**src/rtl/sspt_pkg.sv**
```systemverilog
package sspt_pkg;

  localparam int OP_W       = 3;
  localparam int SAMPLE_W   = 10;
  localparam int POS_W      = 12;
  localparam int ANGLE_W    = 12;
  localparam int PERIOD_W   = 7;
  localparam int TICK_W     = 6;
  localparam int SEC_W      = 6;
  localparam int MIN_W      = 7;
  localparam int CFG_IDX_W  = 2;
  localparam int CFG_DATA_W = 7;

  localparam logic [POS_W-1:0] POS_MIN     = 12'd619;
  localparam logic [POS_W-1:0] POS_MAX     = 12'd2619;
  localparam logic [POS_W-1:0] SCAN_STRIDE = 12'd10;
  localparam logic [POS_W-1:0] SMALL_STEP  = 12'd10;
  localparam logic [POS_W-1:0] LARGE_STEP  = 12'd100;

  localparam logic [SEC_W-1:0] SECONDS_PER_MINUTE = 6'd60;

  localparam logic [PERIOD_W-1:0] PERIOD_RESET = 7'd15;

  localparam int ANGLE_CALC_W = 14;
  localparam logic signed [ANGLE_CALC_W-1:0] ANGLE_OFFSET = 14'sd900;

  localparam int RECIP_W     = 16;
  localparam logic [RECIP_W-1:0] RECIP_TEN = 16'd52429;
  localparam int RECIP_SHIFT = 19;
  localparam int QUOT_W      = 9;

  typedef enum logic [OP_W-1:0] {
    OP_TICK     = 3'd0,
    OP_STEP_UP  = 3'd1,
    OP_STEP_DN  = 3'd2,
    OP_TOGGLE   = 3'd3,
    OP_START    = 3'd4,
    OP_SAMPLE   = 3'd5
  } op_t;

  typedef enum logic [CFG_IDX_W-1:0] {
    REG_SCAN_PERIOD  = 2'd0,
    REG_AUTO_ENABLE  = 2'd1,
    REG_ANGLE_SIGNED = 2'd2
  } reg_idx_t;

  typedef struct packed {
    logic                  valid;
    logic [CFG_IDX_W-1:0]  index;
    logic [CFG_DATA_W-1:0] data;
  } cfg_wr_t;

  typedef struct packed {
    logic [POS_W-1:0]          servo_command;
    logic                      scan_busy;
    logic                      scan_done;
    logic [SAMPLE_W-1:0]       peak_sample;
    logic signed [ANGLE_W-1:0] angle_tenths;
  } out_word_t;

endpackage

```
**src/rtl/sspt_if.sv**
```systemverilog
interface sspt_in_if;
  logic                          valid;
  logic                          ready;
  logic [sspt_pkg::OP_W-1:0]     op;
  logic [sspt_pkg::SAMPLE_W-1:0] adc_sample;

  modport source (output valid, op, adc_sample, input ready);
  modport sink (input valid, op, adc_sample, output ready);
endinterface

interface sspt_out_if;
  logic                                valid;
  logic                                ready;
  logic [sspt_pkg::POS_W-1:0]          servo_command;
  logic                                scan_busy;
  logic                                scan_done;
  logic [sspt_pkg::SAMPLE_W-1:0]       peak_sample;
  logic signed [sspt_pkg::ANGLE_W-1:0] angle_tenths;

  modport source (output valid, servo_command, scan_busy, scan_done, peak_sample,
                  angle_tenths, input ready);
  modport sink (input valid, servo_command, scan_busy, scan_done, peak_sample,
                angle_tenths, output ready);
endinterface

interface sspt_cfg_if;
  logic                            valid;
  logic                            ready;
  logic [sspt_pkg::CFG_IDX_W-1:0]  index;
  logic [sspt_pkg::CFG_DATA_W-1:0] data;

  modport source (output valid, index, data, input ready);
  modport sink (input valid, index, data, output ready);
endinterface

```
**src/rtl/sspt_angle.sv**
```systemverilog
module sspt_angle (
  input  logic [sspt_pkg::POS_W-1:0]          position,
  input  logic                                angle_signed,
  output logic signed [sspt_pkg::ANGLE_W-1:0] angle_tenths
);

  logic signed [sspt_pkg::POS_W:0]                diff;
  logic [sspt_pkg::POS_W-1:0]                     mag;
  logic [sspt_pkg::POS_W+sspt_pkg::RECIP_W-1:0]   prod;
  logic [sspt_pkg::QUOT_W-1:0]                    quot;
  logic signed [sspt_pkg::ANGLE_CALC_W-1:0]       scaled;
  logic signed [sspt_pkg::ANGLE_CALC_W-1:0]       with_sign;
  logic signed [sspt_pkg::ANGLE_CALC_W-1:0]       shifted;

  always_comb begin
    diff = $signed({1'b0, position}) - $signed({1'b0, sspt_pkg::POS_MIN});
    mag  = diff[sspt_pkg::POS_W] ? sspt_pkg::POS_W'(-diff) : diff[sspt_pkg::POS_W-1:0];
    prod = mag * sspt_pkg::RECIP_TEN;
    quot = sspt_pkg::QUOT_W'(prod >> sspt_pkg::RECIP_SHIFT);
    scaled = $signed({2'b00, quot, 3'b000}) + $signed({5'b00000, quot});
    with_sign = diff[sspt_pkg::POS_W] ? -scaled : scaled;
    shifted = angle_signed ? with_sign - sspt_pkg::ANGLE_OFFSET : with_sign;
    angle_tenths = shifted[sspt_pkg::ANGLE_W-1:0];
  end

endmodule

```
**src/rtl/sspt_core.sv**
```systemverilog
module sspt_core #(
  parameter int SCAN_STEPS       = 200,
  parameter int TICKS_PER_SECOND = 50
) (
  input  logic                          clk,
  input  logic                          rst_n,
  input  logic                          fire,
  input  logic [sspt_pkg::OP_W-1:0]     op,
  input  logic [sspt_pkg::SAMPLE_W-1:0] adc_sample,
  input  sspt_pkg::cfg_wr_t             cfg_wr,
  output sspt_pkg::out_word_t           result
);

  localparam int IDX_W = $clog2(SCAN_STEPS + 1);

  logic [sspt_pkg::PERIOD_W-1:0] period_r, period_nxt;
  logic                          auto_r, auto_nxt;
  logic                          angle_signed_r, angle_signed_nxt;
  logic [sspt_pkg::POS_W-1:0]    servo_r, servo_nxt;
  logic [sspt_pkg::POS_W-1:0]    best_pos_r, best_pos_nxt;
  logic [sspt_pkg::SAMPLE_W-1:0] best_sample_r, best_sample_nxt;
  logic                          scanning_r, scanning_nxt;
  logic [IDX_W-1:0]              idx_r, idx_nxt;
  logic                          step_large_r, step_large_nxt;
  logic                          counting_r, counting_nxt;
  logic [sspt_pkg::TICK_W-1:0]   tick_r, tick_nxt;
  logic [sspt_pkg::SEC_W-1:0]    sec_r, sec_nxt;
  logic [sspt_pkg::MIN_W-1:0]    min_r, min_nxt;

  logic                          done;
  logic                          start;
  logic [sspt_pkg::POS_W-1:0]    step;
  logic signed [sspt_pkg::ANGLE_W-1:0] angle;

  always_comb begin
    period_nxt       = period_r;
    auto_nxt         = auto_r;
    angle_signed_nxt = angle_signed_r;
    servo_nxt        = servo_r;
    best_pos_nxt     = best_pos_r;
    best_sample_nxt  = best_sample_r;
    scanning_nxt     = scanning_r;
    idx_nxt          = idx_r;
    step_large_nxt   = step_large_r;
    counting_nxt     = counting_r;
    tick_nxt         = tick_r;
    sec_nxt          = sec_r;
    min_nxt          = min_r;
    done             = 1'b0;
    start            = 1'b0;
    step = step_large_r ? sspt_pkg::LARGE_STEP : sspt_pkg::SMALL_STEP;

    if (fire) begin
      case (sspt_pkg::op_t'(op))
        sspt_pkg::OP_TICK: begin
          if (auto_r && counting_r) begin
            tick_nxt = tick_r + 1'b1;
            if (tick_nxt >= sspt_pkg::TICK_W'(TICKS_PER_SECOND)) begin
              sec_nxt  = sec_r + 1'b1;
              tick_nxt = '0;
            end
            if (sec_nxt >= sspt_pkg::SECONDS_PER_MINUTE) begin
              min_nxt = min_r + 1'b1;
              sec_nxt = '0;
            end
            if (min_nxt == period_r) begin
              min_nxt = '0;
              start   = 1'b1;
            end
          end
        end
        sspt_pkg::OP_STEP_UP: begin
          scanning_nxt = 1'b0;
          counting_nxt = 1'b1;
          servo_nxt = (servo_r <= sspt_pkg::POS_MAX - step) ? servo_r + step
                                                             : sspt_pkg::POS_MAX;
          best_pos_nxt = servo_nxt;
        end
        sspt_pkg::OP_STEP_DN: begin
          scanning_nxt = 1'b0;
          counting_nxt = 1'b1;
          servo_nxt = (servo_r >= sspt_pkg::POS_MIN + step) ? servo_r - step
                                                             : sspt_pkg::POS_MIN;
          best_pos_nxt = servo_nxt;
        end
        sspt_pkg::OP_TOGGLE: begin
          step_large_nxt = !step_large_r;
        end
        sspt_pkg::OP_START: begin
          start = 1'b1;
        end
        sspt_pkg::OP_SAMPLE: begin
          if (scanning_r) begin
            if (adc_sample > best_sample_r) begin
              best_sample_nxt = adc_sample;
              best_pos_nxt    = servo_r;
            end
            if (idx_r >= IDX_W'(SCAN_STEPS)) begin
              servo_nxt    = best_pos_nxt;
              scanning_nxt = 1'b0;
              counting_nxt = 1'b1;
              done         = 1'b1;
            end else begin
              idx_nxt   = idx_r + 1'b1;
              servo_nxt = servo_r + sspt_pkg::SCAN_STRIDE;
            end
          end else begin
            best_sample_nxt = adc_sample;
          end
        end
        default: begin
        end
      endcase

      if (start) begin
        scanning_nxt    = 1'b1;
        idx_nxt         = '0;
        counting_nxt    = 1'b0;
        best_sample_nxt = '0;
        servo_nxt       = sspt_pkg::POS_MIN;
      end
    end

    if (cfg_wr.valid) begin
      case (sspt_pkg::reg_idx_t'(cfg_wr.index))
        sspt_pkg::REG_SCAN_PERIOD: begin
          period_nxt = cfg_wr.data[sspt_pkg::PERIOD_W-1:0];
        end
        sspt_pkg::REG_AUTO_ENABLE: begin
          auto_nxt = cfg_wr.data[0];
          tick_nxt = '0;
          sec_nxt  = '0;
          min_nxt  = '0;
          if (cfg_wr.data[0] && !scanning_r) begin
            counting_nxt = 1'b1;
          end
        end
        sspt_pkg::REG_ANGLE_SIGNED: begin
          angle_signed_nxt = cfg_wr.data[0];
        end
        default: begin
        end
      endcase
    end
  end

  sspt_angle u_angle (
    .position     (best_pos_nxt),
    .angle_signed (angle_signed_r),
    .angle_tenths (angle)
  );

  always_comb begin
    result.servo_command = servo_nxt;
    result.scan_busy     = scanning_nxt;
    result.scan_done     = done;
    result.peak_sample   = best_sample_nxt;
    result.angle_tenths  = angle;
  end

  always_ff @(posedge clk) begin
    if (!rst_n) begin
      period_r       <= sspt_pkg::PERIOD_RESET;
      auto_r         <= 1'b1;
      angle_signed_r <= 1'b1;
      servo_r        <= '0;
      best_pos_r     <= '0;
      best_sample_r  <= '0;
      scanning_r     <= 1'b0;
      idx_r          <= '0;
      step_large_r   <= 1'b1;
      counting_r     <= 1'b1;
      tick_r         <= '0;
      sec_r          <= '0;
      min_r          <= '0;
    end else begin
      period_r       <= period_nxt;
      auto_r         <= auto_nxt;
      angle_signed_r <= angle_signed_nxt;
      servo_r        <= servo_nxt;
      best_pos_r     <= best_pos_nxt;
      best_sample_r  <= best_sample_nxt;
      scanning_r     <= scanning_nxt;
      idx_r          <= idx_nxt;
      step_large_r   <= step_large_nxt;
      counting_r     <= counting_nxt;
      tick_r         <= tick_nxt;
      sec_r          <= sec_nxt;
      min_r          <= min_nxt;
    end
  end

endmodule

```
**src/rtl/servo_sweep_peak_tracker.sv**
```systemverilog
// Servo sweep peak tracker. Takes one word per clock on in_ch while out_ch is
// not stalled and returns one result word per input word on out_ch, in order.
// Each word is held in the input register, and its result is then captured in
// the result register, which drives out_ch. The rate of one word per cycle, with
// out_ch not stalled, is set by the state update: each word reads the tracker state left
// by the previous one and writes it back in the same cycle. An input register and
// a result register decouple the two sides: while a result waits to be taken, one
// further word is still accepted, and only then does in_ch stall. Configuration
// writes on cfg_ch are always ready and apply at once; write them only while no
// word is in flight.
module servo_sweep_peak_tracker #(
  parameter int SCAN_STEPS       = 200,
  parameter int TICKS_PER_SECOND = 50
) (
  input logic        clk,
  input logic        rst_n,
  sspt_in_if.sink    in_ch,
  sspt_out_if.source out_ch,
  sspt_cfg_if.sink   cfg_ch
);

  logic                          s1_valid_r;
  logic [sspt_pkg::OP_W-1:0]     s1_op_r;
  logic [sspt_pkg::SAMPLE_W-1:0] s1_sample_r;
  logic                          out_valid_r;
  sspt_pkg::out_word_t           out_word_r;
  sspt_pkg::out_word_t           result;
  sspt_pkg::cfg_wr_t             cfg_wr;
  logic                          adv;
  logic                          fire;

  assign adv         = !out_valid_r || out_ch.ready;
  assign fire        = s1_valid_r && adv;
  assign in_ch.ready = !s1_valid_r || adv;
  assign cfg_ch.ready = 1'b1;

  always_comb begin
    cfg_wr.valid = cfg_ch.valid;
    cfg_wr.index = cfg_ch.index;
    cfg_wr.data  = cfg_ch.data;
  end

  sspt_core #(
    .SCAN_STEPS       (SCAN_STEPS),
    .TICKS_PER_SECOND (TICKS_PER_SECOND)
  ) u_core (
    .clk        (clk),
    .rst_n      (rst_n),
    .fire       (fire),
    .op         (s1_op_r),
    .adc_sample (s1_sample_r),
    .cfg_wr     (cfg_wr),
    .result     (result)
  );

  always_ff @(posedge clk) begin
    if (!rst_n) begin
      s1_valid_r  <= 1'b0;
      out_valid_r <= 1'b0;
    end else begin
      if (in_ch.ready) begin
        s1_valid_r <= in_ch.valid;
      end
      if (adv) begin
        out_valid_r <= s1_valid_r;
      end
    end
  end

  always_ff @(posedge clk) begin
    if (in_ch.ready && in_ch.valid) begin
      s1_op_r     <= in_ch.op;
      s1_sample_r <= in_ch.adc_sample;
    end
    if (fire) begin
      out_word_r <= result;
    end
  end

  assign out_ch.valid         = out_valid_r;
  assign out_ch.servo_command = out_word_r.servo_command;
  assign out_ch.scan_busy     = out_word_r.scan_busy;
  assign out_ch.scan_done     = out_word_r.scan_done;
  assign out_ch.peak_sample   = out_word_r.peak_sample;
  assign out_ch.angle_tenths  = out_word_r.angle_tenths;

endmodule

```
**src/flat_wrapper.sv**
```systemverilog
// flat-port wrapper written by rule: the top's interface ports become plain ports
module servo_sweep_peak_tracker_flat 
#(
  parameter int SCAN_STEPS       = 200,
  parameter int TICKS_PER_SECOND = 50
)
  (clk, rst_n, in_ch_valid, in_ch_op, in_ch_adc_sample, in_ch_ready, out_ch_valid, out_ch_servo_command, out_ch_scan_busy, out_ch_scan_done, out_ch_peak_sample, out_ch_angle_tenths, out_ch_ready, cfg_ch_valid, cfg_ch_index, cfg_ch_data, cfg_ch_ready);
  sspt_in_if in_ch_i ();
  sspt_out_if out_ch_i ();
  sspt_cfg_if cfg_ch_i ();
  input logic clk;
  input logic rst_n;
  input wire logic [$bits(in_ch_i.valid)-1:0] in_ch_valid;
  input wire logic [$bits(in_ch_i.op)-1:0] in_ch_op;
  input wire logic [$bits(in_ch_i.adc_sample)-1:0] in_ch_adc_sample;
  output wire logic [$bits(in_ch_i.ready)-1:0] in_ch_ready;
  output wire logic [$bits(out_ch_i.valid)-1:0] out_ch_valid;
  output wire logic [$bits(out_ch_i.servo_command)-1:0] out_ch_servo_command;
  output wire logic [$bits(out_ch_i.scan_busy)-1:0] out_ch_scan_busy;
  output wire logic [$bits(out_ch_i.scan_done)-1:0] out_ch_scan_done;
  output wire logic [$bits(out_ch_i.peak_sample)-1:0] out_ch_peak_sample;
  output wire logic [$bits(out_ch_i.angle_tenths)-1:0] out_ch_angle_tenths;
  input wire logic [$bits(out_ch_i.ready)-1:0] out_ch_ready;
  input wire logic [$bits(cfg_ch_i.valid)-1:0] cfg_ch_valid;
  input wire logic [$bits(cfg_ch_i.index)-1:0] cfg_ch_index;
  input wire logic [$bits(cfg_ch_i.data)-1:0] cfg_ch_data;
  output wire logic [$bits(cfg_ch_i.ready)-1:0] cfg_ch_ready;
  assign in_ch_i.valid = in_ch_valid;
  assign in_ch_i.op = in_ch_op;
  assign in_ch_i.adc_sample = in_ch_adc_sample;
  assign in_ch_ready = in_ch_i.ready;
  assign out_ch_valid = out_ch_i.valid;
  assign out_ch_servo_command = out_ch_i.servo_command;
  assign out_ch_scan_busy = out_ch_i.scan_busy;
  assign out_ch_scan_done = out_ch_i.scan_done;
  assign out_ch_peak_sample = out_ch_i.peak_sample;
  assign out_ch_angle_tenths = out_ch_i.angle_tenths;
  assign out_ch_i.ready = out_ch_ready;
  assign cfg_ch_i.valid = cfg_ch_valid;
  assign cfg_ch_i.index = cfg_ch_index;
  assign cfg_ch_i.data = cfg_ch_data;
  assign cfg_ch_ready = cfg_ch_i.ready;
  servo_sweep_peak_tracker #(.SCAN_STEPS(SCAN_STEPS), .TICKS_PER_SECOND(TICKS_PER_SECOND)) u_core (.clk(clk), .rst_n(rst_n), .in_ch(in_ch_i), .out_ch(out_ch_i), .cfg_ch(cfg_ch_i));
endmodule
```
**config.mk**
```make
export PLATFORM = sky130hd
export DESIGN_NAME = servo_sweep_peak_tracker_flat
export DESIGN_NICKNAME = d
export VERILOG_FILES = /design/src/rtl/sspt_pkg.sv /design/src/rtl/sspt_if.sv /design/src/rtl/sspt_angle.sv /design/src/rtl/sspt_core.sv /design/src/rtl/servo_sweep_peak_tracker.sv /design/src/flat_wrapper.sv
export SDC_FILE = /design/constraint.sdc
export NUM_CORES = 1
export LEC_CHECK = 0
export BUFFER_PORTS_ARGS = -buffer_cell sky130_fd_sc_hd__buf_2
export CORE_UTILIZATION = 57
export DETAILED_ROUTE_END_ITERATION = 10
export PLACE_DENSITY = 0.78
export SLEW_MARGIN = 20
export SYNTH_ARGS = -nofsm -noshare
export SYNTH_HDL_FRONTEND = slang
export SYNTH_SLANG_ARGS = --single-unit
```
**constraint.sdc**
```tcl
create_clock -name clk -period 11.7 [get_ports clk]
set_clock_uncertainty 0.05 [all_clocks]
set_input_delay 2.34 -clock clk [delete_from_list [all_inputs] [get_ports clk]]
set_output_delay 2.34 -clock clk [all_outputs]
set_load 0.01 [all_outputs]
```
==> out/summary.md <==
### Outcome
- finished with violations — status
- design-rule violations — failing checks

### Place
- 64 — number of buffers added on ports
- 1,616 — post-placement cell count
- 12,200 µm² — placed cell area
- 22.0 mm — detailed placer's ending HPWL
- 1.03 — routability congestion estimate

### Finish
- 0.180 — layout cells sized above 1
- 1,663 — final std cells w/o fill
- 13,100 µm² — Design Area, Final
- 16.0% — area added between synthesis and finish
- 1,575 — Final nets
- 0.673 — final core utilization
- 0 — final antenna diode count

### Clock tree
- 4 — CTS HTree Levels
- 17 — clock buffer count from CTS
- 0.43 ns — clock latency on the worst-skew pair
- 124 — clock sink total
- 2 — clock tree buffer depth
- clkbuf_16 — master cell of the clock root buffer
- 0.06 ns — register clock-pin slew on the reported worst setup and hold paths
- built — clock tree from TritonCTS

### Setup path
- register — crit path capture type
- in2reg — critical setup path kind
- 5 — maximum fanout encountered on the critical timing path
- 11.82 ns — required time of the worst setup path
- primary input — kind of launch point of the worst setup path
- inv_1 — Most common cell on crit path
- 0.36 ns — Reg2Reg Setup Slack
- 11.67 ns — Arrival @ worst endpoint
- 0.55 ns — Critical Path Max Stage Delay
- fa_1 — Max stage delay cell, worst path

### Synthesis
- dfxtp_1 — top flip-flop cell by instance count after synthesis
- 1,471 — synthesized net count
- 0 — yosys synthesis warning count
- 0 — FFs w/ async S/R, synth
- 49 — count of flip-flops with a built-in enable after synthesis
- 0.264 — sequential fraction of the synthesis area
- 11,300 µm² — Cell Area, Synth
- 8.79 µm² — Post-Syn Area per Cell
- 95 — unique cell type count in the Yosys netlist
- 1,281 — number of instances in the synthesized netlist
- 124 — FF+latch count, synth

### Timing
- 0 — number of failing hold endpoints at the final stage
- 0.0865 GHz — maximum clock frequency
- 0 — count of endpoints failing setup in the final report
- 0.874 ns — slew at the pin closest to its max-slew limit
- 0.447 ns — worst hold slack after final layout
- 0.418 — Max transition margin
- 0.988 — final cycle utilization of the critical path
- 11.55 ns — time the worst path needs with I/O delays and setup
- 0 — Final Max Tran Viols

### Route
- 10 — router iterations before antenna repair
- 0 — antenna-violating nets left
- 29.8 mm — total wire length after detailed routing
- 1,078 — DRC violation total after the first TritonRoute iteration
- 10,100 — total via count after detailed routing
- 2 — DRC Markers
- 17.9 µm — routed wire length per instance
- 6.06 — detail-routed via count per cell

### Power
- 2.00 mW — overall power
- 5.57 nW — P_leak
- 0.138 mV — worst voltage drop across the vdd grid
- 153 nW/µm² — P per Cell Area

### Global route
- 0 — initial antenna violation count
- 46.1 mm — global-route wire length before repair
- 9,435 — vias in the first global route
- 0.288 — GRT Total Usage
- 0 — global route total overflow
- 43 — largest net degree at the start of global routing

### Die
- 0.580 — starting utilization of the core area
- 19,400 µm² — area of the core
- 51 — FP Rows
- 20,300 µm² — total die area
- 66 — num ports
- 143 µm — Die Wd
- 143 µm — Die Span Y

### Flow run
- 0 — maxcap violations

### Worst hold path
- reg2reg — Hold Path Class

-- state kept, by name, summed over array words and instances (netlist names), 3 cells and up --
register,cells
u_core.s1_sample_r,10
u_core.out_ch.angle_tenths,12
u_core.u_core.best_pos_r,12
u_core.u_core.idx_r,8
u_core.u_core.sec_r,6
u_core.u_core.period_r,7
u_core.out_ch.peak_sample,10
u_core.u_core.best_sample_r,10
u_core.u_core.min_r,7
u_core.out_ch.servo_command,12
u_core.u_core.servo_r,12
u_core.s1_op_r,3
u_core.u_core.tick_r,6
-- stage by stage --
stage | setup TNS (ns) | worst slack [ns]
finish | 0 | 0.146
global route | -0.399 | -0.267
global placement | 0 | 0.0778
floorplan | 0 | 0.00899
CTS | 0 | 0.149
detailed placement | -0.361 | -0.181
-- Yosys cell counts (14+ instances only) --
| cell type | instances | share of area |
|---|---|---|
| fa_1 | 45 | 0.080 |
| ha_1 | 118 | 0.13 |
| nor2_1 | 102 | 0.034 |
| and2_1 | 37 | 0.021 |
| nand3_1 | 31 | 0.014 |
| inv_1 | 143 | 0.048 |
| nor3_1 | 38 | 0.017 |
| clkbuf_1 | 20 | 0.0067 |
| xor2_1 | 25 | 0.019 |
| dfxtp_1 | 75 | 0.13 |
| nand2_1 | 85 | 0.028 |
| edfxtp_1 | 49 | 0.13 |
| xnor2_1 | 55 | 0.043 |
| a211oi_1 | 14 | 0.0093 |
| and3_1 | 14 | 0.0078 |
| a21oi_1 | 73 | 0.032 |
| a21o_1 | 20 | 0.013 |
| o21ai_0 | 48 | 0.021 |
| mux2i_1 | 17 | 0.015 |
-- final timing paths --
| path | startpoint | to | cells past startpoint |
|---|---|---|---|
| setup / recovery | out_ch_ready | u_core.out_ch.angle_tenths[11] | 45 |
| hold / removal | u_core.u_core.idx_r[7] | u_core.u_core.idx_r[7] | 2 |
| setup reg to reg | u_core.u_core.step_large_r | u_core.out_ch.angle_tenths[11] | 48 |
| hold reg to reg | u_core.u_core.idx_r[7] | u_core.u_core.idx_r[7] | 2 |
-- critical path, delay by kind of cell --
family                   cells  cell delay (ns)
AO/OA/AOI/OAI               13             2.20
AND/OR/NAND/NOR             11             2.25
adder cells (fa/ha/maj)      8             3.14
XOR/XNOR                     5             1.05
buffers and inverters        8             0.65
-- power breakdown --
| group | switching (mW) | internal (mW) | total [mW] |
|---|---|---|---|
| Sequential | 0.0143 | 0.508 | 0.522 |
| Combinational | 0.544 | 0.446 | 0.990 |
| Clock | 0.213 | 0.273 | 0.486 |
| Total | 0.771 | 1.23 | 2.00 |
-- timing repair --
action | CTS | global route
endpoints found under the setup margin | 0 | 4
hold buffers | 0 | 0
gates resized for setup | 0 | 48
setup buffers | 0 | 15
-- area by class of cell --
cell class	count	area [µm²]
clock buffers	17	425
well taps	265	332
flip-flops and latches	124	2970
multi-input cells	971	7850
inverters	146	564
repair buffers	125	791
clock inverters	15	116
fillers	1533	6340
-- placed cells by master (no fill, tap or decap), drive strengths merged, types with 10 or more instances in the layout --
cell type / synthesis / layout
mux2i: 17 / 17
o31ai: 10 / 10
edfxtp: 49 / 49
xnor2: 55 / 55
inv: 145 / 149
nand4: 13 / 13
and3: 14 / 14
nand3: 33 / 33
fa: 45 / 45
a21oi: 75 / 75
a211oi: 15 / 15
and2: 38 / 38
a21o: 20 / 20
or3: 10 / 10
ha: 118 / 118
nor3: 38 / 38
a31oi: 12 / 12
xor2: 25 / 25
nor4: 13 / 13
nor2b: 10 / 10
buf: 19 / 125
nand2: 85 / 85
dfxtp: 75 / 75
o21ai: 52 / 52
a221oi: 10 / 10
a22o: 13 / 13
nor2: 104 / 104
a22oi: 10 / 10
clkbuf: 21 / 17
-- metal layers --
metal	routed length (µm)	track usage
met1	12900	0.377
met2	14200	0.482
met3	1910	0.0464
met4	839	0.0985
met5	0	0
-- logic make-up after synthesis --
group,synth area share
flops,0.264
mux,0.0181
compound gates,0.192
fa+ha+maj,0.211
simple gates,0.185
buf+inv,0.0672
xor+xnor,0.0622
other cells,0.000333
No activity file was read; power rests on OpenSTA's default activity.
